===== src/hw/rtl/pan_tilt_aim_angles_unit_assert.svh =====
// ----------------------------------------------------------------------------
// Assertion macros for the pan/tilt aim unit
// Helpers for concurrent checks.
// ----------------------------------------------------------------------------
`ifndef PAN_TILT_AIM_ANGLES_UNIT_ASSERT_SVH
`define PAN_TILT_AIM_ANGLES_UNIT_ASSERT_SVH

// same-cycle implication
`define PTAA_ASSERT_IMPLY(lbl, clk, rst, cond, expr) \
   lbl: assert property (@(posedge clk) disable iff (rst) (cond) |-> (expr)) \
      else $error("ptaa assertion failed");

// next-cycle implication
`define PTAA_ASSERT_NEXT(lbl, clk, rst, cond, expr) \
   lbl: assert property (@(posedge clk) disable iff (rst) (cond) |=> (expr)) \
      else $error("ptaa assertion failed");

`endif


===== src/hw/rtl/ptaa_pkg.sv =====
// ----------------------------------------------------------------------------
// ptaa_pkg
// Types, widths and the arctangent table of the pan/tilt aim unit.
// ----------------------------------------------------------------------------
package ptaa_pkg;

   localparam int COORD_BITS  = 16;
   localparam int ANGLE_STEPS = 16;
   localparam int DIFF_BITS   = COORD_BITS + 1;
   localparam int GUARD_SHIFT = 24;
   localparam int DATA_BITS   = DIFF_BITS + GUARD_SHIFT + 5;
   localparam int ANGLE_BITS  = 34;
   localparam int STEP_BITS   = 5;
   localparam int GAIN_BITS   = 18;
   localparam logic signed [GAIN_BITS-1:0] GAIN_Q16 = 18'sd107922;

   typedef struct packed {
      logic signed [DATA_BITS-1:0]  x;
      logic signed [DATA_BITS-1:0]  y;
      logic signed [ANGLE_BITS-1:0] z;
      logic signed [DATA_BITS-1:0]  yv;
      logic signed [ANGLE_BITS-1:0] pan;
      logic                         mode;
      logic                         degen;
      logic                         tilt_zero;
   } cordic_type;

   // atan(2^-i), 2^32 units per turn, truncated
   function automatic logic signed [ANGLE_BITS-1:0] atan_at(input logic [STEP_BITS-1:0] i);
      logic [31:0] a;
      case (i)
         5'd0:    a = 32'h20000000;
         5'd1:    a = 32'h12E4051D;
         5'd2:    a = 32'h09FB385B;
         5'd3:    a = 32'h051111D4;
         5'd4:    a = 32'h028B0D43;
         5'd5:    a = 32'h0145D7E1;
         5'd6:    a = 32'h00A2F61E;
         5'd7:    a = 32'h00517C55;
         5'd8:    a = 32'h0028BE53;
         5'd9:    a = 32'h00145F2E;
         5'd10:   a = 32'h000A2F98;
         5'd11:   a = 32'h000517CC;
         5'd12:   a = 32'h00028BE6;
         5'd13:   a = 32'h000145F3;
         5'd14:   a = 32'h0000A2F9;
         5'd15:   a = 32'h0000517C;
         5'd16:   a = 32'h000028BE;
         5'd17:   a = 32'h0000145F;
         5'd18:   a = 32'h00000A2F;
         5'd19:   a = 32'h00000517;
         5'd20:   a = 32'h0000028B;
         5'd21:   a = 32'h00000145;
         5'd22:   a = 32'h000000A2;
         5'd23:   a = 32'h00000051;
         default: a = 32'h0;
      endcase
      return $signed({{(ANGLE_BITS-32){1'b0}}, a});
   endfunction

endpackage


===== src/hw/rtl/ptaa_prep.sv =====
// ----------------------------------------------------------------------------
// ptaa_prep
// Difference vector, then scaled CORDIC seeds and the gained -dy term.
// ----------------------------------------------------------------------------
module ptaa_prep (
   input  logic                                   clock,
   input  logic                                   reset,
   input  logic                                   advance,
   input  logic                                   req_valid,
   input  logic signed [ptaa_pkg::COORD_BITS-1:0] req_head_x,
   input  logic signed [ptaa_pkg::COORD_BITS-1:0] req_head_y,
   input  logic signed [ptaa_pkg::COORD_BITS-1:0] req_head_z,
   input  logic signed [ptaa_pkg::COORD_BITS-1:0] req_target_x,
   input  logic signed [ptaa_pkg::COORD_BITS-1:0] req_target_y,
   input  logic signed [ptaa_pkg::COORD_BITS-1:0] req_target_z,
   input  logic                                   req_mode,
   output logic                                   seed_valid,
   output ptaa_pkg::cordic_type                   seed
);
   localparam int DB = ptaa_pkg::DIFF_BITS;
   localparam int W  = ptaa_pkg::DATA_BITS;
   localparam int GS = ptaa_pkg::GUARD_SHIFT;
   localparam int PB = DB + 1 + ptaa_pkg::GAIN_BITS;

   logic                 a_v_ff, a_v_in;
   logic signed [DB-1:0] dx_ff, dy_ff, dz_ff, dx_in, dy_in, dz_in;
   logic                 mode_ff;
   logic                 b_v_ff;
   ptaa_pkg::cordic_type b_ff, b_in;
   logic [DB-1:0]        ax;
   logic signed [DB:0]   ndy;
   logic signed [PB-1:0] prod;

   // stage A: differences
   assign a_v_in = req_valid;
   assign dx_in  = DB'(req_target_x) - DB'(req_head_x);
   assign dy_in  = DB'(req_target_y) - DB'(req_head_y);
   assign dz_in  = DB'(req_target_z) - DB'(req_head_z);

   always_ff @(posedge clock) begin
      if (reset) begin
         a_v_ff <= 1'b0;
      end else if (advance) begin
         a_v_ff <= a_v_in;
      end
      if (advance) begin
         dx_ff   <= dx_in;
         dy_ff   <= dy_in;
         dz_ff   <= dz_in;
         mode_ff <= req_mode;
      end
   end

   // stage B: seeds
   always_comb begin
      ax   = dx_ff[DB-1] ? DB'(-dx_ff) : DB'(dx_ff);
      ndy  = -(DB+1)'(dy_ff);
      prod = PB'(ndy) * PB'(ptaa_pkg::GAIN_Q16);
      b_in.x         = $signed({{(W-DB-GS){1'b0}}, ax, {GS{1'b0}}});
      b_in.y         = $signed({{(W-DB-GS){dz_ff[DB-1]}}, dz_ff, {GS{1'b0}}});
      b_in.z         = '0;
      b_in.yv        = $signed({{(W-PB-8){prod[PB-1]}}, prod, 8'b0});
      b_in.pan       = '0;
      b_in.mode      = mode_ff;
      b_in.degen     = (dx_ff == '0) && (dz_ff == '0);
      b_in.tilt_zero = (dx_ff == '0) && (dz_ff == '0) && (dy_ff == '0);
   end

   always_ff @(posedge clock) begin
      if (reset) begin
         b_v_ff <= 1'b0;
      end else if (advance) begin
         b_v_ff <= a_v_ff;
      end
      if (advance) begin
         b_ff <= b_in;
      end
   end

   assign seed_valid = b_v_ff;
   assign seed       = b_ff;
endmodule


===== config.mk =====
export PLATFORM = sky130hd
export DESIGN_NAME = ptaa_prep
export DESIGN_NICKNAME = d
export VERILOG_FILES = /design/src/hw/rtl/pan_tilt_aim_angles_unit_assert.svh /design/src/hw/rtl/ptaa_pkg.sv /design/src/hw/rtl/ptaa_prep.sv
export SDC_FILE = /design/constraint.sdc
export NUM_CORES = 1
export LEC_CHECK = 0
export BUFFER_PORTS_ARGS = -buffer_cell sky130_fd_sc_hd__buf_2
export CAP_MARGIN = 20
export CORE_MARGIN = 10
export CORE_UTILIZATION = 50
export DETAILED_ROUTE_END_ITERATION = 8
export MAX_ROUTING_LAYER = met4
export PLACE_DENSITY = 0.79
export SLEW_MARGIN = 20
export SYNTH_ARGS = -nofsm -noshare
export SYNTH_HDL_FRONTEND = slang
export SYNTH_SLANG_ARGS = --single-unit

===== constraint.sdc =====
create_clock -name clock -period 10.4 [get_ports clock]
set_input_delay 0 -clock clock [delete_from_list [all_inputs] [get_ports clock]]
set_output_delay 0 -clock clock [all_outputs]
set_load 0.01 [all_outputs]

==> metrics.txt, run 1 <==
status=finished clean; Routability Congestion=0.945; final hold violation count=0; Clock Latency Late Sink=around 440 ps; clock skew=12.6 ps; period utilization=0.772; Hold Startpoint=req_target_x[0]; pin count of the biggest net entering global routing=71; mapped cell area=between 10,000 and 15,000 um2; cell row count=59; die height=183 um; Worst-path clk slew=70 ps; first-pass GRT wire length=48,500 um; grt peak-use layer=met2; Yosys reg bits=between 100 and 150; synth top area cells=edfxtp_1 28%, ha_1 16%, fa_1 13%; maxcap violations=0; clock root cell=clkbuf_16; Die W=183 um; final setup fails=0; cts hold-fix bufs=6; worst rel slew slack=0.393; ys async rst share=0; Tmin final=8030 ps; GR Util met2=0.319; arrival time worst endpoint=8190 ps; initial antenna violation count=7; DRC Markers=0; crit path kind=flop to flop; cell taking the most area after synthesis=edfxtp_1; vias in the first global route=around 9,900; DR iter-0 viols=519; grt met3 use=0.0492; CTS tree=yes; HP Class=primary input to flop; register area share after synthesis=0.283; clock sink count=126; reg-to-reg slack, setup=between 2000 and 2500 ps; max frequency=approximately 0.12 GHz; unrepaired setup endpoints after global routing=no; H-tree depth=4; area growth from synthesis to layout=11.0%; most numerous cell in the Yosys netlist=inv_1; Most used DFF post-synth=edfxtp_1; Detail Route Antenna Nets=0; GRT met1 Usage=0.207; Final Routed Wirelength=30,300 um; setup TNS=0 ps; post-CTS setup buffer count=0; Gate Count Post-Synth=1,363; Yosys cell types=62; Ys Warns=0; Worst Hold Path Cells=4; initial core utilization=0.508; Worst Path Required=10,560 ps; area of the die=~33,000 um2; Resized Gates After CTS=0; post-synthesis average cell area=9.75 um2; Synth top area share=0.280; Final nets=1,912; Total GRT Usage=0.184; Buffers on Ports=180; Synth top cells by count=252 x inv_1, 170 x ha_1, 137 x buf_4, 124 x edfxtp_1, 88 x fa_1; Num CTS Buffers=17; GRT Residual Overflow=0; max-slew violations=0; Final HPWL DP=25,300 um; r2r endpoint=seed[75]$_DFFE_PP_; Worst Setup End Kind=flop; Min-Delay Endpoint=dx_ff[0]$_DFFE_PP_; startpoint class of the critical path=flop; post-DR vias/cell=around 4.9; r2r startpoint=dy_ff[3]$_DFFE_PP_; EDFF count, synth=124; Reg2Reg Depth=25; layout cells sized above 1=0.150; core area=around 26,000 um2; Worst Max-Slew Pin Slew=approximately 900 ps; DR pass1 iterations=5; total via count after detailed routing=9,440; wire length per cell=15.9 um; Critical Path Fanout Max=6; clock buffer depth=2; IO Count=311
-- registers in the layout, indices dropped and copies added, names as in the netlist --
register    flops
dy_ff          17
mode_ff         1
seed_valid      1
seed           72
dx_ff          17
a_v_ff          1
dz_ff          17
-- critical path, stage by stage (launching register included) --
cell       delay, ps
edfxtp_1         490
nor4_1           440
nand2_1          180
or2_2            320
or4_2            550
xnor2_1          240
inv_1            190
ha_1             310
inv_1             80
fa_1             530
inv_1             50
ha_1             290
fa_1             460
fa_1             540
inv_1             50
fa_1             520
inv_1             40
ha_1             240
a211oi_1         290
inv_1             80
a2111oi_0        680
o211a_1          270
a21boi_0         190
a21oi_1          370
mux2i_1          230
o2111ai_1        110
-- through the flow --
step	instance area (um2)	utilization	cells	setup slack, ps	hold WS, ps
global placement	14000	0.537	1863	2640	175
finish	14700	0.564	1908	2370	7.21
global route	14700	0.564	1908	1930	28.1
detailed placement	14000	0.537	1863	2370	176
CTS	14700	0.563	1901	2360	1.84
floorplan	13800	-	1492	3110	72.4
-- worst max path at each step --
stage | from | endpoint | slack [ps] | cells past startpoint
2_1_floorplan | dy_ff[3]$_DFFE_PP_ | seed[75]$_DFFE_PP_ | 3110 | 26
3_3_place_gp | dy_ff[3]$_DFFE_PP_ | seed[75]$_DFFE_PP_ | 2640 | 25
3_5_place_dp | dy_ff[0]$_DFFE_PP_ | seed[75]$_DFFE_PP_ | 2370 | 26
4_1_cts | dy_ff[0]$_DFFE_PP_ | seed[75]$_DFFE_PP_ | 2360 | 26
5_1_grt | dy_ff[0]$_DFFE_PP_ | seed[75]$_DFFE_PP_ | 1930 | 26
6_report | dy_ff[3]$_DFFE_PP_ | seed[75]$_DFFE_PP_ | 2370 | 25
-- metal layers --
metal  wire (um)  share of wire  up-vias
li1            -              -     4705
met1       12800           0.42     4429
met2       15400           0.51      273
met3        1720          0.057       33
met4         392          0.013        0
met5           0              0        -
-- cells in the final DEF, fill, tap and decap left out, drive strengths merged, types with 38 or more instances in the layout --
cell type / count
conb: 130
nand2: 63
buf: 182
o21ai: 46
xnor2: 75
fa: 88
xor2: 38
a21oi: 56
nor2: 71
edfxtp: 124
inv: 263
ha: 170
-- logic make-up after synthesis --
| logic type | after synthesis | synth area share |
|---|---|---|
| DFF | 126 | 0.283 |
| and+or+nand+nor | 255 | 0.0928 |
| adders and majority gates | 258 | 0.293 |
| muxes | 9 | 0.00697 |
| buffers and inverters | 399 | 0.152 |
| xor gates and xnor gates | 113 | 0.0745 |
| other | 1 | 0.000282 |
| AOI/OAI and AO/OA | 202 | 0.0979 |
-- area by class of cell --
cell class | count | area (um2)
diodes | 7 | 17.5
clock buffers | 17 | 425
clock inverters | 15 | 193
fillers | 2286 | 11400
inverters | 253 | 950
multi-input cells | 967 | 8000
flip-flops and latches | 126 | 3760
well taps | 335 | 419
repair buffers | 188 | 978
Power of run 1 is not shown: default switching activity piles up to over one toggle a cycle in this logic, so the estimate is an artifact.
==> inputs of run 2 (changes only) <==
==> constraint.sdc (replaced) <==
create_clock -name clock -period 8.35 [get_ports clock]
set_input_delay 0 -clock clock [delete_from_list [all_inputs] [get_ports clock]]
set_output_delay 0 -clock clock [all_outputs]
set_load 0.01 [all_outputs]
==> metrics.txt, run 2 (synthesized netlist as in run 1, its figures left out) <==
setup TNS=0 ps; initial antenna violation count=3; IO Count=311; Final Routed Wirelength=30,300 um; Critical Path Fanout Max=6; Num CTS Buffers=17; Detail Route Antenna Nets=0; initial core utilization=0.508; DRC Markers=0; Final HPWL DP=25,400 um; Filler Cell Count=2,302; GRT Residual Overflow=0; Clock Latency Late Sink=420 ps; max frequency=about 0.13 GHz; worst setup margin=607 ps; Worst Path Required=roughly 8500 ps; maxcap violations=0; first-pass GRT wire length=49,600 um; max-slew violations=0; CTS tree=yes; area growth from synthesis to layout=10.9%; critical path's top delay family=adder cells; period utilization=0.927; register area=3760 um2; DP Worst Slack=484 ps; clock buffer depth=2; Routability Congestion=0.939; Worst Setup End Kind=flop; most used cell, CP=inv_1; total via count after detailed routing=9,384; H-tree depth=4; arrival time worst endpoint=7900 ps; die height=183 um; Multi-input gate area=8000 um2; max FFs per register=72; cell row count=59; status=finished clean; clock skew=12.8 ps; wire length per cell=approximately 16 um; clock sink count=~130; crit path kind=flop to flop; Buffers on Ports=180; CP Buf/Inv Count=6; critical path depth=25; Worst-path clk slew=roughly 70 ps; Total GRT Usage=0.187; CP peak stage delay=570 ps; clock root cell=clkbuf_16; Reg2Reg Depth=25; Worst Hold Path Cells=4; DR pass1 iterations=6; worst rel slew slack=0.303; area of the die=33,500 um2; post-DR vias/cell=~4.9; commonest non-fill, non-tap cell in the layout=inv_1; core area=26,100 um2; CP max stage cell=a2111oi_1; pin count of the biggest net entering global routing=89; HP Class=primary input to flop; most frequent cells in the layout=252 x inv_1, 179 x buf_2, 170 x ha_1, 130 x conb_1, 124 x edfxtp_1; vias in the first global route=9,978; Die W=183 um; unrepaired setup endpoints after global routing=no; final hold violation count=0; Worst Max-Slew Pin Slew=~1000 ps; Final nets=~1,900; Tmin final=7740 ps; startpoint class of the critical path=flop; final setup fails=0; DR iter-0 viols=434; layout cells sized above 1=0.153
run 2: changes by cell type in the layout (fill, tap and decap cells not counted), sizes merged:
| cell | previous run | this run |
|---|---|---|
| buf | 182 | 188 |
| clkinv | 2 | 6 |
| diode | 7 | 4 |
| inv | 263 | 260 |
| bufinv | 2 | 1 |
run 2: what timing repair did:
item | CTS | global route
endpoints found under the hold margin | 6 | 0
buffers inserted | 0 | 0
setup endpoints to repair | 0 | 3
resized for setup | 0 | 1
hold buffers | 6 | 0
run 2: cell type report:
class                           instances  share of cell area
Clock inverter                         15              0.0103
Multi-Input combinational cell        967               0.543
Inverter                              253              0.0644
Timing Repair Buffer                  194              0.0694
Antenna cell                            4            0.000679
Sequential cell                       126               0.255
Tap cell                              335              0.0284
Clock buffer                           17              0.0289
run 2: metal layers:
layer / vias to the layer above / wire [um] / global-route usage
met4: 0 / 490 / 0.0495
met2: 247 / 15200 / 0.318
met5: - / 0 / -
li1: 4702 / - / -
met1: 4404 / 13000 / 0.220
met3: 31 / 1600 / 0.0415
run 2: path summary, 6_finish.rpt:
kind / from / to / slack, ps
worst min register to register: mode_ff$_DFFE_PP_ / seed[2]$_DFFE_PP_ / 430
worst max-delay path: dy_ff[3]$_DFFE_PP_ / seed[75]$_DFFE_PP_ / 610
worst min-delay path: req_target_y[0] / dy_ff[0]$_DFFE_PP_ / 20
worst max register to register: dy_ff[3]$_DFFE_PP_ / seed[75]$_DFFE_PP_ / 610
run 2: worst register-to-register path: cells and delay by family (launching register included):
family / cells / cell delay [ps]
flip-flops: 1 / 490
adder cells (fa/ha/maj): 7 / 2890
buffers and inverters: 6 / 460
AND/OR/NAND/NOR: 4 / 1490
XOR/XNOR: 1 / 240
AO/OA/AOI/OAI: 6 / 1660
multiplexers: 1 / 220
run 2: per-stage QoR:
stage / cells / utilization / area, um2 / hold slack, ps
6_report: 1911 / 0.564 / 14700 / 20.4
5_1_grt: 1910 / 0.564 / 14700 / 22.7
4_1_cts: 1907 / 0.564 / 14700 / 14.7
3_5_place_dp: 1869 / 0.539 / 14100 / 176
3_3_place_gp: 1869 / 0.539 / 14100 / 174
2_1_floorplan: 1492 / - / 13800 / 72.4
Power of run 2 is left out for the same reason.
