--- config.mk ---
export PLATFORM = sky130hd
export DESIGN_NAME = ptaa_level
export DESIGN_NICKNAME = d
export VERILOG_FILES = /design/src/hw/rtl/ptaa_pkg.sv /design/src/hw/rtl/ptaa_level.sv
export VERILOG_INCLUDE_DIRS = /design/src /design/src/hw/rtl
export SDC_FILE = /design/constraint.sdc
export NUM_CORES = 1
export LEC_CHECK = 0
export BUFFER_PORTS_ARGS = -buffer_cell sky130_fd_sc_hd__buf_2
export CAP_MARGIN = 20
export CORE_MARGIN = 2
export CORE_UTILIZATION = 47
export CTS_CLUSTER_SIZE = 10
export DETAILED_ROUTE_END_ITERATION = 6
export PLACE_DENSITY = 0.71
export SETUP_SLACK_MARGIN = 0.02
export SLEW_MARGIN = 25
export SYNTH_ARGS = -nofsm -noshare
export SYNTH_HDL_FRONTEND = slang
export SYNTH_SLANG_ARGS = --single-unit
--- constraint.sdc ---
create_clock -name clock -period 8.31 [get_ports clock]
set_clock_uncertainty 0.05 [all_clocks]
set_input_delay 0.831 -clock clock [delete_from_list [all_inputs] [get_ports clock]]
set_output_delay 0.831 -clock clock [all_outputs]
set_load 0.01 [all_outputs]
--- src/hw/rtl/pan_tilt_aim_angles_unit_assert.svh ---
// ----------------------------------------------------------------------------
// Assertion macros for the pan/tilt aim unit
// Helpers for concurrent checks.
// ----------------------------------------------------------------------------
`ifndef PAN_TILT_AIM_ANGLES_UNIT_ASSERT_SVH
`define PAN_TILT_AIM_ANGLES_UNIT_ASSERT_SVH

// same-cycle implication
`define PTAA_ASSERT_IMPLY(lbl, clk, rst, cond, expr) \
   lbl: assert property (@(posedge clk) disable iff (rst) (cond) |-> (expr)) \
      else $error("ptaa assertion failed");

// next-cycle implication
`define PTAA_ASSERT_NEXT(lbl, clk, rst, cond, expr) \
   lbl: assert property (@(posedge clk) disable iff (rst) (cond) |=> (expr)) \
      else $error("ptaa assertion failed");

`endif

--- src/hw/rtl/ptaa_pkg.sv ---
// ----------------------------------------------------------------------------
// ptaa_pkg
// Types, widths and the arctangent table of the pan/tilt aim unit.
// ----------------------------------------------------------------------------
package ptaa_pkg;

   localparam int COORD_BITS  = 16;
   localparam int ANGLE_STEPS = 16;
   localparam int DIFF_BITS   = COORD_BITS + 1;
   localparam int GUARD_SHIFT = 24;
   localparam int DATA_BITS   = DIFF_BITS + GUARD_SHIFT + 5;
   localparam int ANGLE_BITS  = 34;
   localparam int STEP_BITS   = 5;
   localparam int GAIN_BITS   = 18;
   localparam logic signed [GAIN_BITS-1:0] GAIN_Q16 = 18'sd107922;

   typedef struct packed {
      logic signed [DATA_BITS-1:0]  x;
      logic signed [DATA_BITS-1:0]  y;
      logic signed [ANGLE_BITS-1:0] z;
      logic signed [DATA_BITS-1:0]  yv;
      logic signed [ANGLE_BITS-1:0] pan;
      logic                         mode;
      logic                         degen;
      logic                         tilt_zero;
   } cordic_type;

   // atan(2^-i), 2^32 units per turn, truncated
   function automatic logic signed [ANGLE_BITS-1:0] atan_at(input logic [STEP_BITS-1:0] i);
      logic [31:0] a;
      case (i)
         5'd0:    a = 32'h20000000;
         5'd1:    a = 32'h12E4051D;
         5'd2:    a = 32'h09FB385B;
         5'd3:    a = 32'h051111D4;
         5'd4:    a = 32'h028B0D43;
         5'd5:    a = 32'h0145D7E1;
         5'd6:    a = 32'h00A2F61E;
         5'd7:    a = 32'h00517C55;
         5'd8:    a = 32'h0028BE53;
         5'd9:    a = 32'h00145F2E;
         5'd10:   a = 32'h000A2F98;
         5'd11:   a = 32'h000517CC;
         5'd12:   a = 32'h00028BE6;
         5'd13:   a = 32'h000145F3;
         5'd14:   a = 32'h0000A2F9;
         5'd15:   a = 32'h0000517C;
         5'd16:   a = 32'h000028BE;
         5'd17:   a = 32'h0000145F;
         5'd18:   a = 32'h00000A2F;
         5'd19:   a = 32'h00000517;
         5'd20:   a = 32'h0000028B;
         5'd21:   a = 32'h00000145;
         5'd22:   a = 32'h000000A2;
         5'd23:   a = 32'h00000051;
         default: a = 32'h0;
      endcase
      return $signed({{(ANGLE_BITS-32){1'b0}}, a});
   endfunction

endpackage

--- src/hw/rtl/ptaa_level.sv ---
// ----------------------------------------------------------------------------
// ptaa_level
// Angle to Q0.16 level mapping, clamping and the result register.
// ----------------------------------------------------------------------------
`include "pan_tilt_aim_angles_unit_assert.svh"

module ptaa_level (
   input  logic                 clock,
   input  logic                 reset,
   input  logic                 advance,
   input  logic                 valid_in,
   input  ptaa_pkg::cordic_type lvl_in,
   output logic                 rsp_valid,
   output logic [15:0]          rsp_pan_level,
   output logic [15:0]          rsp_tilt_level,
   output logic                 rsp_degenerate
);
   localparam int AB = ptaa_pkg::ANGLE_BITS;
   localparam int VB = 19;
   localparam logic [17:0] RECIP3 = 18'd174763;   // ceil(2^19 / 3)

   logic signed [AB-1:0] pan_s, tilt_s, pnum, tnum;
   logic [15:0]          pan_in;
   logic [VB-1:0]        v_in;
   logic                 tpos_in;

   logic                 l1_v_ff;
   logic [15:0]          pan_ff;
   logic [VB-1:0]        v_ff;
   logic                 tpos_ff, degen_ff;

   logic [VB+17:0]       prod;
   logic [17:0]          q;
   logic [15:0]          tilt_in;

   logic                 rsp_valid_ff;
   logic [15:0]          rsp_pan_level_ff, rsp_tilt_level_ff;
   logic                 rsp_degenerate_ff;

   // stage 1: pan level, tilt numerator / 8192
   always_comb begin
      pan_s  = lvl_in.mode ? lvl_in.pan : -lvl_in.pan;
      pnum   = pan_s + AB'(64'sd1073758208);          // 2^30 + 2^14
      if (lvl_in.degen)
         pan_in = 16'h8000;
      else if (pnum[AB-1])
         pan_in = 16'h0000;
      else if (pnum[AB-2:31] != '0)
         pan_in = 16'hFFFF;
      else
         pan_in = pnum[30:15];
      tilt_s  = lvl_in.tilt_zero ? '0 : lvl_in.z;
      tnum    = AB'(64'sd536870912) - tilt_s;          // 2^29 - tilt
      tpos_in = !tnum[AB-1] && (tnum != '0);
      v_in    = VB'((tnum + AB'(64'sd12288)) >>> 13);
   end

   always_ff @(posedge clock) begin
      if (reset) begin
         l1_v_ff <= 1'b0;
      end else if (advance) begin
         l1_v_ff <= valid_in;
      end
      if (advance) begin
         pan_ff   <= pan_in;
         v_ff     <= v_in;
         tpos_ff  <= tpos_in;
         degen_ff <= lvl_in.degen;
      end
   end

   // stage 2: divide by 3 through the reciprocal, clamp
   always_comb begin
      prod = (VB+18)'(v_ff) * (VB+18)'(RECIP3);
      q    = prod[VB+17:19];
      if (!tpos_ff)
         tilt_in = 16'h0000;
      else if (q[17:16] != 2'b00)
         tilt_in = 16'hFFFF;
      else
         tilt_in = q[15:0];
   end

   always_ff @(posedge clock) begin
      if (reset) begin
         rsp_valid_ff <= 1'b0;
      end else if (advance) begin
         rsp_valid_ff <= l1_v_ff;
      end
      if (advance) begin
         rsp_pan_level_ff  <= pan_ff;
         rsp_tilt_level_ff <= tilt_in;
         rsp_degenerate_ff <= degen_ff;
      end
   end

   assign rsp_valid      = rsp_valid_ff;
   assign rsp_pan_level  = rsp_pan_level_ff;
   assign rsp_tilt_level = rsp_tilt_level_ff;
   assign rsp_degenerate = rsp_degenerate_ff;

   `PTAA_ASSERT_IMPLY(a_degen_center, clock, reset, rsp_valid_ff && rsp_degenerate_ff, rsp_pan_level_ff == 16'h8000)
   `PTAA_ASSERT_NEXT(a_hold_when_blocked, clock, reset, rsp_valid_ff && !advance, rsp_valid_ff)
   `PTAA_ASSERT_IMPLY(a_valid_source, clock, reset, !$past(reset) && $rose(rsp_valid_ff), $past(l1_v_ff && advance))
endmodule

==> results of run 1 <==
[logic make-up (layout without fill, tap and decap cells)]
| family | Yosys count | in the layout | synth area share (%) |
|---|---|---|---|
| muxes | 6 | 6 | 0.549 |
| adders and majority gates | 282 | 282 | 40.0 |
| xor gates and xnor gates | 70 | 70 | 5.77 |
| DFF | 72 | 72 | 19.6 |
| AOI/OAI and AO/OA | 174 | 174 | 11.7 |
| buffers and inverters | 271 | 368 | 10.1 |
| and+or+nand+nor | 240 | 240 | 12.3 |
[path summary, 6_finish.rpt]
kind | start | to | slack, ns | cells after the start
hold / removal | pan_ff[2] | rsp_pan_level[2] | 0.37 | 0
hold reg to reg | pan_ff[2] | rsp_pan_level[2] | 0.37 | 0
setup reg to reg | v_ff[1] | rsp_tilt_level[15] | 1.56 | 21
setup / recovery | v_ff[1] | rsp_tilt_level[15] | 1.56 | 21
[critical path, stage by stage, from the launching register on]
cell,delay (ns)
sky130_fd_sc_hd__edfxtp_1,0.56
sky130_fd_sc_hd__ha_1,0.45
sky130_fd_sc_hd__xor2_1,0.34
sky130_fd_sc_hd__ha_1,0.30
sky130_fd_sc_hd__inv_1,0.08
sky130_fd_sc_hd__fa_1,0.42
sky130_fd_sc_hd__inv_1,0.09
sky130_fd_sc_hd__fa_1,0.41
sky130_fd_sc_hd__fa_1,0.54
sky130_fd_sc_hd__inv_1,0.05
sky130_fd_sc_hd__fa_1,0.58
sky130_fd_sc_hd__inv_1,0.06
sky130_fd_sc_hd__ha_1,0.23
sky130_fd_sc_hd__a211oi_1,0.34
sky130_fd_sc_hd__o211ai_1,0.15
sky130_fd_sc_hd__a211oi_1,0.41
sky130_fd_sc_hd__o31ai_1,0.21
sky130_fd_sc_hd__a41oi_1,0.45
sky130_fd_sc_hd__o21ai_0,0.19
sky130_fd_sc_hd__o221ai_1,0.20
sky130_fd_sc_hd__buf_4,0.23
sky130_fd_sc_hd__a41oi_1,0.12
[sequential cells by signal, indices dropped and copies added (netlist names)]
signal and count:
rsp_pan_level 16, v_ff 19, rsp_degenerate 1, rsp_valid 1, tpos_ff 1, l1_v_ff 1
rsp_tilt_level 16, pan_ff 16, degen_ff 1
[metal layers]
metal,vias up,GRT usage [%],part of all wire (%)
met5,-,0,0
met4,0,4.94,1.7
met1,3846,27.9,46
met3,31,3.49,5.3
li1,4003,-,-
met2,242,34.0,47
[power by group through the flow]
stage,Clock [mW],Combinational [mW],Sequential [mW]
after global placement,0,4.74,0.575
after floorplan,0,3.77,0.594
after global routing,0.442,5.60,0.575
after CTS,0.424,4.90,0.568
final,0.416,4.90,0.567
after detailed placement,0,4.85,0.576
[Yosys cell counts, types with 3 or more instances]
cell                        count  area share (%)
sky130_fd_sc_hd__nor4b_1        4            0.32
sky130_fd_sc_hd__a21o_1        10            0.69
sky130_fd_sc_hd__buf_6          6            0.62
sky130_fd_sc_hd__o211ai_1       3            0.21
sky130_fd_sc_hd__xnor2_1       44             3.5
sky130_fd_sc_hd__a211oi_2      10             1.1
sky130_fd_sc_hd__nor4_1        14            0.80
sky130_fd_sc_hd__nand4_1       11            0.63
sky130_fd_sc_hd__o21ai_0       20            0.91
sky130_fd_sc_hd__inv_1        241             8.3
sky130_fd_sc_hd__nand4b_1       4            0.32
sky130_fd_sc_hd__mux2i_1        6            0.55
sky130_fd_sc_hd__o41ai_1        3            0.24
sky130_fd_sc_hd__nand2_1       33             1.1
sky130_fd_sc_hd__nor4_4         3            0.58
sky130_fd_sc_hd__o21bai_1       6            0.41
sky130_fd_sc_hd__and3_1         5            0.29
sky130_fd_sc_hd__o21a_1         6            0.41
sky130_fd_sc_hd__ha_1         169              19
sky130_fd_sc_hd__buf_2          5            0.23
sky130_fd_sc_hd__edfxtp_1      70              19
sky130_fd_sc_hd__a31oi_1       26             1.5
sky130_fd_sc_hd__o22ai_1        3            0.17
sky130_fd_sc_hd__fa_1         113              21
sky130_fd_sc_hd__nor3_1        26             1.2
sky130_fd_sc_hd__nand2b_1      10            0.57
sky130_fd_sc_hd__a21oi_1       36             1.6
sky130_fd_sc_hd__a41oi_1        6            0.48
sky130_fd_sc_hd__nor2_1        63             2.2
sky130_fd_sc_hd__nor2b_1        8            0.46
sky130_fd_sc_hd__clkbuf_8       3            0.38
sky130_fd_sc_hd__and2_1         7            0.40
sky130_fd_sc_hd__clkbuf_1      13            0.45
sky130_fd_sc_hd__nand3_1       22             1.0
sky130_fd_sc_hd__or3_1          9            0.51
sky130_fd_sc_hd__xor2_1        25             2.0
sky130_fd_sc_hd__o2111ai_1      3            0.24
sky130_fd_sc_hd__o31ai_1        5            0.34
sky130_fd_sc_hd__and4_1         6            0.48
sky130_fd_sc_hd__a211oi_1      11            0.75
[stage by stage]
step	worst slack [ns]	cells	hold slack, ns	cell area, um^2
2_1_floorplan	2.14	1115	0.350	10900
6_report	1.56	1525	0.366	12000
5_1_grt	1.10	1525	0.369	12000
3_3_place_gp	1.59	1509	0.351	11700
4_1_cts	1.50	1525	0.367	12000
3_5_place_dp	1.51	1509	0.355	11700
[layout make-up]
| cell class | count | area, um^2 |
|---|---|---|
| Fill cell | 2008 | 10800 |
| Multi-Input combinational cell | 772 | 7700 |
| Clock inverter | 7 | 86.3 |
| Inverter | 241 | 905 |
| Tap cell | 313 | 392 |
| Clock buffer | 9 | 225 |
| Sequential cell | 72 | 2140 |
| Timing Repair Buffer | 111 | 563 |
==> run summary, run 1 <==
The overall via count from detail_route is 8,122. The clock sink count came out at 72. The net count of the mapped netlist came out at 1,610.

The detail-routed net length per standard cell came out at 15.4 um. The number of global-route vias before repair came to 8,158. The fraction of power consumed by the clock network came out at 7.1%.

The first-pass GRT wire length is 39,700 um. The register share of total power came out at 9.6%. TritonCTS built the clock tree. In this run the worst hold path is classified as register to register. The fraction of power spent switching nets is 50.8%. The count of instances resized after the clock tree is built came out at 0. The share of total power dissipated in combinational logic is 83.3%.

The area of the die is 0.0245 mm^2. The final weighted congestion in routability-driven placement is 0.934. Headroom to the max-slew limit came out at 38.6%.

Data on the critical path arrives at its endpoint at 6.77 ns. The count of mapped cells out of synthesis came out at 1,115. Setup repair after global routing left no endpoint under its margin. The largest net degree at the start of global routing is 73. The repair_antennas step left the layout with diodes totalling 0. The overall power came out at 5.89 mW. The number of cell rows came out at 55. Once detailed placement completed, the half-perimeter wirelength came to 19,600 um. The hold violation count in the final report was 0. The most common cell after layout, fill and taps aside is sky130_fd_sc_hd__inv_1. The share of the core filled with cells is 52.7%. Setup violations remaining at the end of the flow were counted as 0. In this run, post-CTS hold repair placed 0 buffers.

The run finished with clean final reports. The CTS root buffer is sky130_fd_sc_hd__clkbuf_16. The number of antenna violations at the first check in global routing is 0. The number of search-and-repair iterations in the first detailed-routing pass is 5.

The total standard cell area after synthesis came out at 0.0109 mm^2. The maximum clock frequency came out at 148 MHz. The number of max-slew violations in the final report is 0. The overall fraction of global-route tracks in use is 20.4%. The starting density of the core is 48.1%. The y dimension of the die came out at 157 um. The prevailing post-synth register cell is sky130_fd_sc_hd__edfxtp_1. The number of buffer cells added on primary ports came out at 108. The power per unit of standard cell area is 490 mW/mm^2. In the layout the commonest cells are 241 x sky130_fd_sc_hd__inv_1, 169 x sky130_fd_sc_hd__ha_1, 113 x sky130_fd_sc_hd__fa_1.

The mean area per synthesized cell came out at 9.82 um^2. The kind of critical path is register to register. The CTS buffer count is 9. The core region is 0.0228 mm^2.

The number of nets in the final layout came out at 1,702. The final routed DRC violation total is 0. Across the run, the number of max-cap violations was 0. In this run the power spent charging and discharging nets is 2.99 mW. The number of unique standard cell types used by synthesis came out at 74. The global-route congestion overflow total came out at 0. Summed over all cells, the static leakage comes to 5.75 nW. The sum of negative setup slack came out at 0 ns.

The part of the cycle the worst path needs is 81.2%. The worst IR drop on VDD is 426 uV. For this run, asynchronously set or reset flops after synthesis account for 0%.

The critical path launch point type is a register. The clock transition at the registers of the reported paths came out at 0.07 ns. The slew of the pin with the lowest slew margin is 0.922 ns.

The post-synthesis to final-layout area growth came out at 9.72%. The fraction of final layout cells sized beyond drive strength 1 is 13.0%. The clock latency on the worst-skew pair came out at 0.35 ns. The depth of the CTS H-tree is 3. The floorplan step set the die width to 157 um. After the first detailed-routing iteration, the DRC count stood at 386.

Along the worst path, the maximum fanout reaches 16. STA puts the critical path data required time at 8.34 ns. The sequential element share of the synthesized area came out at 19.6%. In this run the count of I/O pins placed on the die edge is 247.

The final layout contains routed wiring with a total length of 23,500 um. The number of synthesis warnings is 0. The internal power of the cells totals 2.90 mW.

The synthesized design contains 72 register bits. The antenna violation net count after detailed routing came out at 0. Using the TritonRoute via totals, the vias-per-cell ratio works out to 5.33. The number of synthesized flops with an enable pin came out at 70. The time the worst path needs with I/O delays and setup came out at 6.75 ns. The worst setup path is captured at a register.

The maximum number of buffers from clock root to sink is 2. The number of buffers inserted by post-CTS setup repair came out at 0.
Note: power is estimated with default switching activity, not from simulation.
==> inputs of run 2 (changes only) <==
clock period = 6.9 ns   (was 8.31 ns; I/O delays follow)
==> run summary, run 2 (synthesis gave the netlist of run 1 again) <==
The post-placement worst setup slack is 0.372 ns. The number of antenna violations at the first check in global routing is 0. Of the available clock period, the critical path in the final layout requires 94.5%. Port buffering added 108 buffers. The starting density of the core came out at 48.1%. 0 antenna diodes ended up in the layout.

After layout, the minimum clock period comes to 6.52 ns. The maximum number of buffers from clock root to sink is 2. In the routed design, unresolved DRC markers number 0. Entering global routing, the biggest net connects 73 pins.

The fraction of final layout cells sized beyond drive strength 1 is 13.1%. Leaving out fill and tap cells, the most frequent cell in the layout is sky130_fd_sc_hd__inv_1. STA puts the critical path data required time at 6.92 ns. The y dimension of the die came out at 157 um. Setup violations remaining at the end of the flow were counted as 0. After routing, the total negative slack on setup checks comes to 0 ns. The static leakage came out at 5.76 nW.

The number of nets in the final layout came out at 1,704. STA classifies the critical path endpoint as a register. Buffers inserted during clock tree synthesis total 9. Max-cap violations in this run came to 0. The number of max-slew violations in the final report came out at 0.

The worst slew slack as a fraction of its limit came out at 38.9%. The slew of the pin with the lowest slew margin is 0.916 ns. The count of instances resized after the clock tree is built came out at 0.

The number of DRC violations after detailed-routing iteration 0 came out at 355. The first-pass GRT wire length is 38,900 um. The core box area is 0.0228 mm^2. Once detailed placement completed, the half-perimeter wirelength came to 19,100 um. The clock latency on the worst-skew pair is 0.35 ns. The register with the most flip-flops in the layout has 19 of them.

The detail-routed via count per cell is 5.23. The power per unit of standard cell area came out at 587 mW/mm^2. The library cells used most frequently in the layout, excluding fill and tap cells, are 241 x sky130_fd_sc_hd__inv_1, 169 x sky130_fd_sc_hd__ha_1, 113 x sky130_fd_sc_hd__fa_1. After clock tree synthesis, the clock-pin slew on the worst setup and hold paths is 0.06 ns.

Setup repair after global routing left no endpoint under its margin. The CTS root buffer is sky130_fd_sc_hd__clkbuf_16. The detail-routed net length per standard cell came out at 14.9 um. The die covers 0.0245 mm^2. The post-synthesis to final-layout area growth came out at 9.85%.

The number of search-and-repair iterations in the first detailed-routing pass came out at 5. The hold violation count in the final report came out at 0. The maximum clock frequency is 153 MHz. The overall via count from detail_route came out at 7,992. In this run the horizontal extent of the chip is 157 um. For this design, the CTS-stage hold fixing added 0 buffers. The register with the most flip-flops in the final layout is v_ff. The number of top-level design ports came out at 247. The depth of the CTS H-tree came out at 3. The global-route congestion overflow total came out at 0. Routability-driven placement finished with a final weighted congestion of 0.922. The share of the core filled with cells came out at 52.8%. The class of the tightest hold or removal check is register to register. The number of global-route vias before repair came out at 8,096. STA classifies the critical path startpoint as a register. The critical path arrival is 6.54 ns. The overall fraction of global-route tracks in use came out at 19.8%. The worst IR drop on VDD came out at 527 uV.

The library cell contributing the largest single delay on the critical path is sky130_fd_sc_hd__fa_1. The kind of critical path is register to register. The total wire length after detailed routing came out at 22,700 um. The CTS tree is yes. The number of buffers inserted by post-CTS setup repair is 0. The critical path goes through ha_1, xor2_1, ha_1, inv_1, fa_1, inv_1, fa_1, fa_1, inv_1, fa_1, inv_1, ha_1, a211oi_1, o211ai_1, a211oi_1, o31ai_1, a41oi_1, buf_4, o21ai_0, o221ai_1, buf_4, a41oi_1. The count of nets left with antenna violations once routing finished came out at 0. After layout, the worst setup slack is 0.380 ns. The initialized floorplan defines 55 standard-cell rows. The largest driver fanout on the critical path came out at 16.

The run finished with clean final reports. The clock sink count is 72. On the worst path, the slowest cell contributes a delay of 0.59 ns.
[run 2: cell count changes in the layout (fill, tap and decap cells not counted)]
cell                    change
sky130_fd_sc_hd__buf_4      +2
[run 2: area by class of cell]
| type | instances | area (um^2) |
|---|---|---|
| repair buffers | 113 | 578 |
| flip-flops and latches | 72 | 2140 |
| inverters | 241 | 905 |
| clock inverters | 7 | 86.3 |
| well taps | 313 | 392 |
| multi-input cells | 772 | 7700 |
| fillers | 2046 | 10800 |
| clock buffers | 9 | 225 |
[run 2: power breakdown]
| part | switching, mW | internal [mW] |
|---|---|---|
| clock network | 0.213 | 0.288 |
| registers | 0.0389 | 0.642 |
| logic | 3.30 | 2.58 |
[run 2: path summary, 6_finish.rpt]
| kind | end | cells past startpoint | slack, ns | start |
|---|---|---|---|---|
| max | rsp_tilt_level[15] | 22 | 0.38 | v_ff[3] |
| min reg2reg | rsp_pan_level[14] | 0 | 0.37 | pan_ff[14] |
| min | rsp_pan_level[14] | 0 | 0.37 | pan_ff[14] |
| max reg2reg | rsp_tilt_level[15] | 22 | 0.38 | v_ff[3] |
[run 2: routing by layer]
layer	share of wire (%)	wire (um)	GRT usage, %	vias up
met1	48	10900	27.5	3792
met2	46	10400	32.5	175
met3	4.8	1100	3.49	22
met5	0	0	0	-
met4	1.1	255	4.19	0
li1	-	-	-	4003
[run 2: critical path, delay by kind of cell (launching register included)]
family                   cells  cell delay, ns
adder cells (fa/ha/maj)      7            3.05
buffers and inverters        6            0.63
AO/OA/AOI/OAI                8            1.79
XOR/XNOR                     1            0.23
flip-flops                   1            0.51
[run 2: per-stage QoR]
stage | hold WS (ns) | power, mW | instances | cell area (um^2)
2_1_floorplan | 0.350 | 5.26 | 1115 | 10900
3_3_place_gp | 0.351 | 6.43 | 1511 | 11700
3_5_place_dp | 0.355 | 6.54 | 1511 | 11700
4_1_cts | 0.369 | 7.09 | 1527 | 12000
5_1_grt | 0.372 | 7.97 | 1527 | 12000
6_report | 0.369 | 7.06 | 1527 | 12000
==> inputs of run 3 (changes only) <==
CORE_ASPECT_RATIO = 0.6   (was not set)
CORE_UTILIZATION = 50   (was 47)
PLACE_DENSITY = 0.75   (was 0.71)
RECOVER_POWER = 50   (was not set)
==> run summary, run 3 (synthesis gave the netlist of run 1 again) <==
The clock latency on the worst-skew pair came out at 0.34 ns. The post-synthesis to final-layout area growth is 9.59%. After the first detailed-routing iteration, the DRC count stood at 730. Following the worst setup path forward leads to its endpoint at rsp_tilt_level[15]. The kind of cell with the highest combined delay on the critical path is adder cells. The number of maximum-capacitance violations is 1. Setup violations remaining at the end of the flow were counted as 0. The width of the die is 195 um. The detail-routed net length per standard cell came out at 16.6 um. For the worst setup path, the data arrival time is 6.53 ns.

The total wire length after detailed routing is 24,900 um. The area of the die is 0.0231 mm^2. The core box area came out at 0.0212 mm^2. The clock passes through at most 2 buffers. Leaving out fill and tap cells, the most frequent cell in the layout is sky130_fd_sc_hd__inv_1. The number of nets in the final layout came out at 1,708. Dividing the detail-routed via count by the number of cells gives 5.54.

Tracing the worst setup path back leads to its startpoint at v_ff[2]. In this run the critical register-to-register path is launched from v_ff[2]. The global-route congestion overflow total came out at 0.

Buffers added to address setup during post-CTS repair amount to 0. The number of global-route vias before repair is 7,923. Setup repair after global routing left no endpoint under its margin. Clock tree synthesis selected as its root buffer the cell sky130_fd_sc_hd__clkbuf_16. The instance area at placement came out at 0.0117 mm^2. Counting buffers and inverters, the worst setup path is 21 cells deep.

The flip-flop count of the largest register after layout is 19. The number of search-and-repair iterations in the first detailed-routing pass is 5. The sum of negative setup slack is 0 ns. The maximum clock frequency is 153 MHz.

After clock tree synthesis, the clock-pin slew on the worst setup and hold paths is 0.06 ns. The worst hold slack after final layout came out at 0.364 ns. For the worst setup path, the data required time is 6.90 ns. In the layout the commonest cells are 241 x sky130_fd_sc_hd__inv_1, 169 x sky130_fd_sc_hd__ha_1, 113 x sky130_fd_sc_hd__fa_1. The number of cell rows came out at 41. The register with the most flip-flops in the final layout is v_ff. The largest net degree at the start of global routing is 73. In this run the count of I/O pins placed on the die edge is 247. The endpoint identified for the worst register-to-register timing path is rsp_tilt_level[15]. The final routed DRC violation total came out at 0.

In this run the worst path has a maximum fanout of 16. STA classifies the critical path startpoint as a register. The count of buffer and inverter cells on the critical path came out at 5. The part of the cycle the worst path needs is 94.5%. Once layout is done, the placed cells without fillers occupy 0.0120 mm^2. Measured against its own limit, the worst slew margin works out to -161%. The number of buffer cells added on primary ports is 108. The floorplan step set the die height to 119 um. The startpoint of the most critical hold path is pan_ff[3]. The final weighted congestion in routability-driven placement came out at 0.933.

TritonCTS built the clock tree. The count of instances resized after the clock tree is built is 0. STA classifies the critical path endpoint as a register.

The time the worst path needs with I/O delays and setup is 6.52 ns. The slew of the pin with the lowest slew margin came out at 3.91 ns. The overall via count from detail_route is 8,292. The fraction of final layout cells sized beyond drive strength 1 came out at 12.5%. The overall fraction of global-route tracks in use came out at 22.4%. Traced cell by cell, the critical path runs through ha_1, xor2_1, ha_1, inv_1, fa_1, inv_1, fa_1, fa_1, inv_1, fa_1, inv_1, ha_1, a21o_1, a21oi_1, a31oi_1, o21a_1, o31ai_1, nand2_1, a211oi_1, buf_4, a41oi_1. The library cell contributing the largest single delay on the critical path is sky130_fd_sc_hd__fa_1.

The worst-case register-to-register setup slack is 0.38 ns. The depth of the CTS H-tree came out at 3. Detailed placement finished with a half-perimeter wire length of 21,100 um. The number of antenna violations at the first check in global routing came to 0. The worst setup path is of the register to register kind. The hold violation count in the final report was 0. The number of max-slew violations in the final report came out at 73. The class of the tightest hold or removal check is register to register. The cell total after placement came out at 1,481.

For this design, the CTS-stage hold fixing added 0 buffers. The CTS buffer count is 9. The starting density of the core came out at 51.5%. The final reports fail on max-capacitance violations, max-slew violations.

The run finished, with violations left. The first-pass GRT wire length is 41,100 um. The worst reg-to-reg path cell count is 21. The clock sink count is 72. The finished layout holds 1,497 standard cells, fillers aside. The critical path's largest stage delay is 0.64 ns. The antenna violation net count after detailed routing is 0. The antenna diode count came out at 0.
[run 3: cell types whose count changed in the layout (fill, tap and decap cells not counted), sizes merged]
| cell | before | now |
|---|---|---|
| clkinv | 1 | 3 |
| buf | 113 | 105 |
| inv | 245 | 242 |
| clkbuf | 9 | 22 |
[run 3: layout make-up]
type | count | area, um^2
clock inverters | 6 | 68.8
flip-flops and latches | 72 | 2140
clock buffers | 10 | 229
multi-input cells | 772 | 7710
repair buffers | 117 | 593
inverters | 241 | 905
well taps | 279 | 349
fillers | 1898 | 9240
[run 3: how the worst min path moves through the flow]
stage / cells past startpoint / endpoint / slack (ns)
floorplan: 0 / rsp_degenerate / 0.35
global placement: 0 / rsp_degenerate / 0.35
detailed placement: 0 / rsp_pan_level[1] / 0.35
CTS: 0 / rsp_pan_level[3] / 0.37
global route: 0 / rsp_pan_level[3] / 0.37
finish: 0 / rsp_pan_level[3] / 0.36
[run 3: routing by layer]
| metal | track usage, % | up-vias | wire, um |
|---|---|---|---|
| met5 | 0 | - | 0 |
| met4 | 1.96 | 0 | 42 |
| met3 | 5.57 | 6 | 2220 |
| met2 | 29.9 | 311 | 9510 |
| met1 | 36.9 | 3962 | 13100 |
| li1 | - | 4013 | - |
[run 3: stage by stage]
step	setup slack, ns	utilization [%]
floorplan	0.732	-
global placement	0.411	55.1
detailed placement	0.307	55.1
CTS	0.269	56.5
global route	0.0448	56.5
finish	0.378	56.5
Power of run 3 is left out: the tool's default activity adds up to more than one toggle a clock period on the data nets, which glitch-free logic cannot reach.
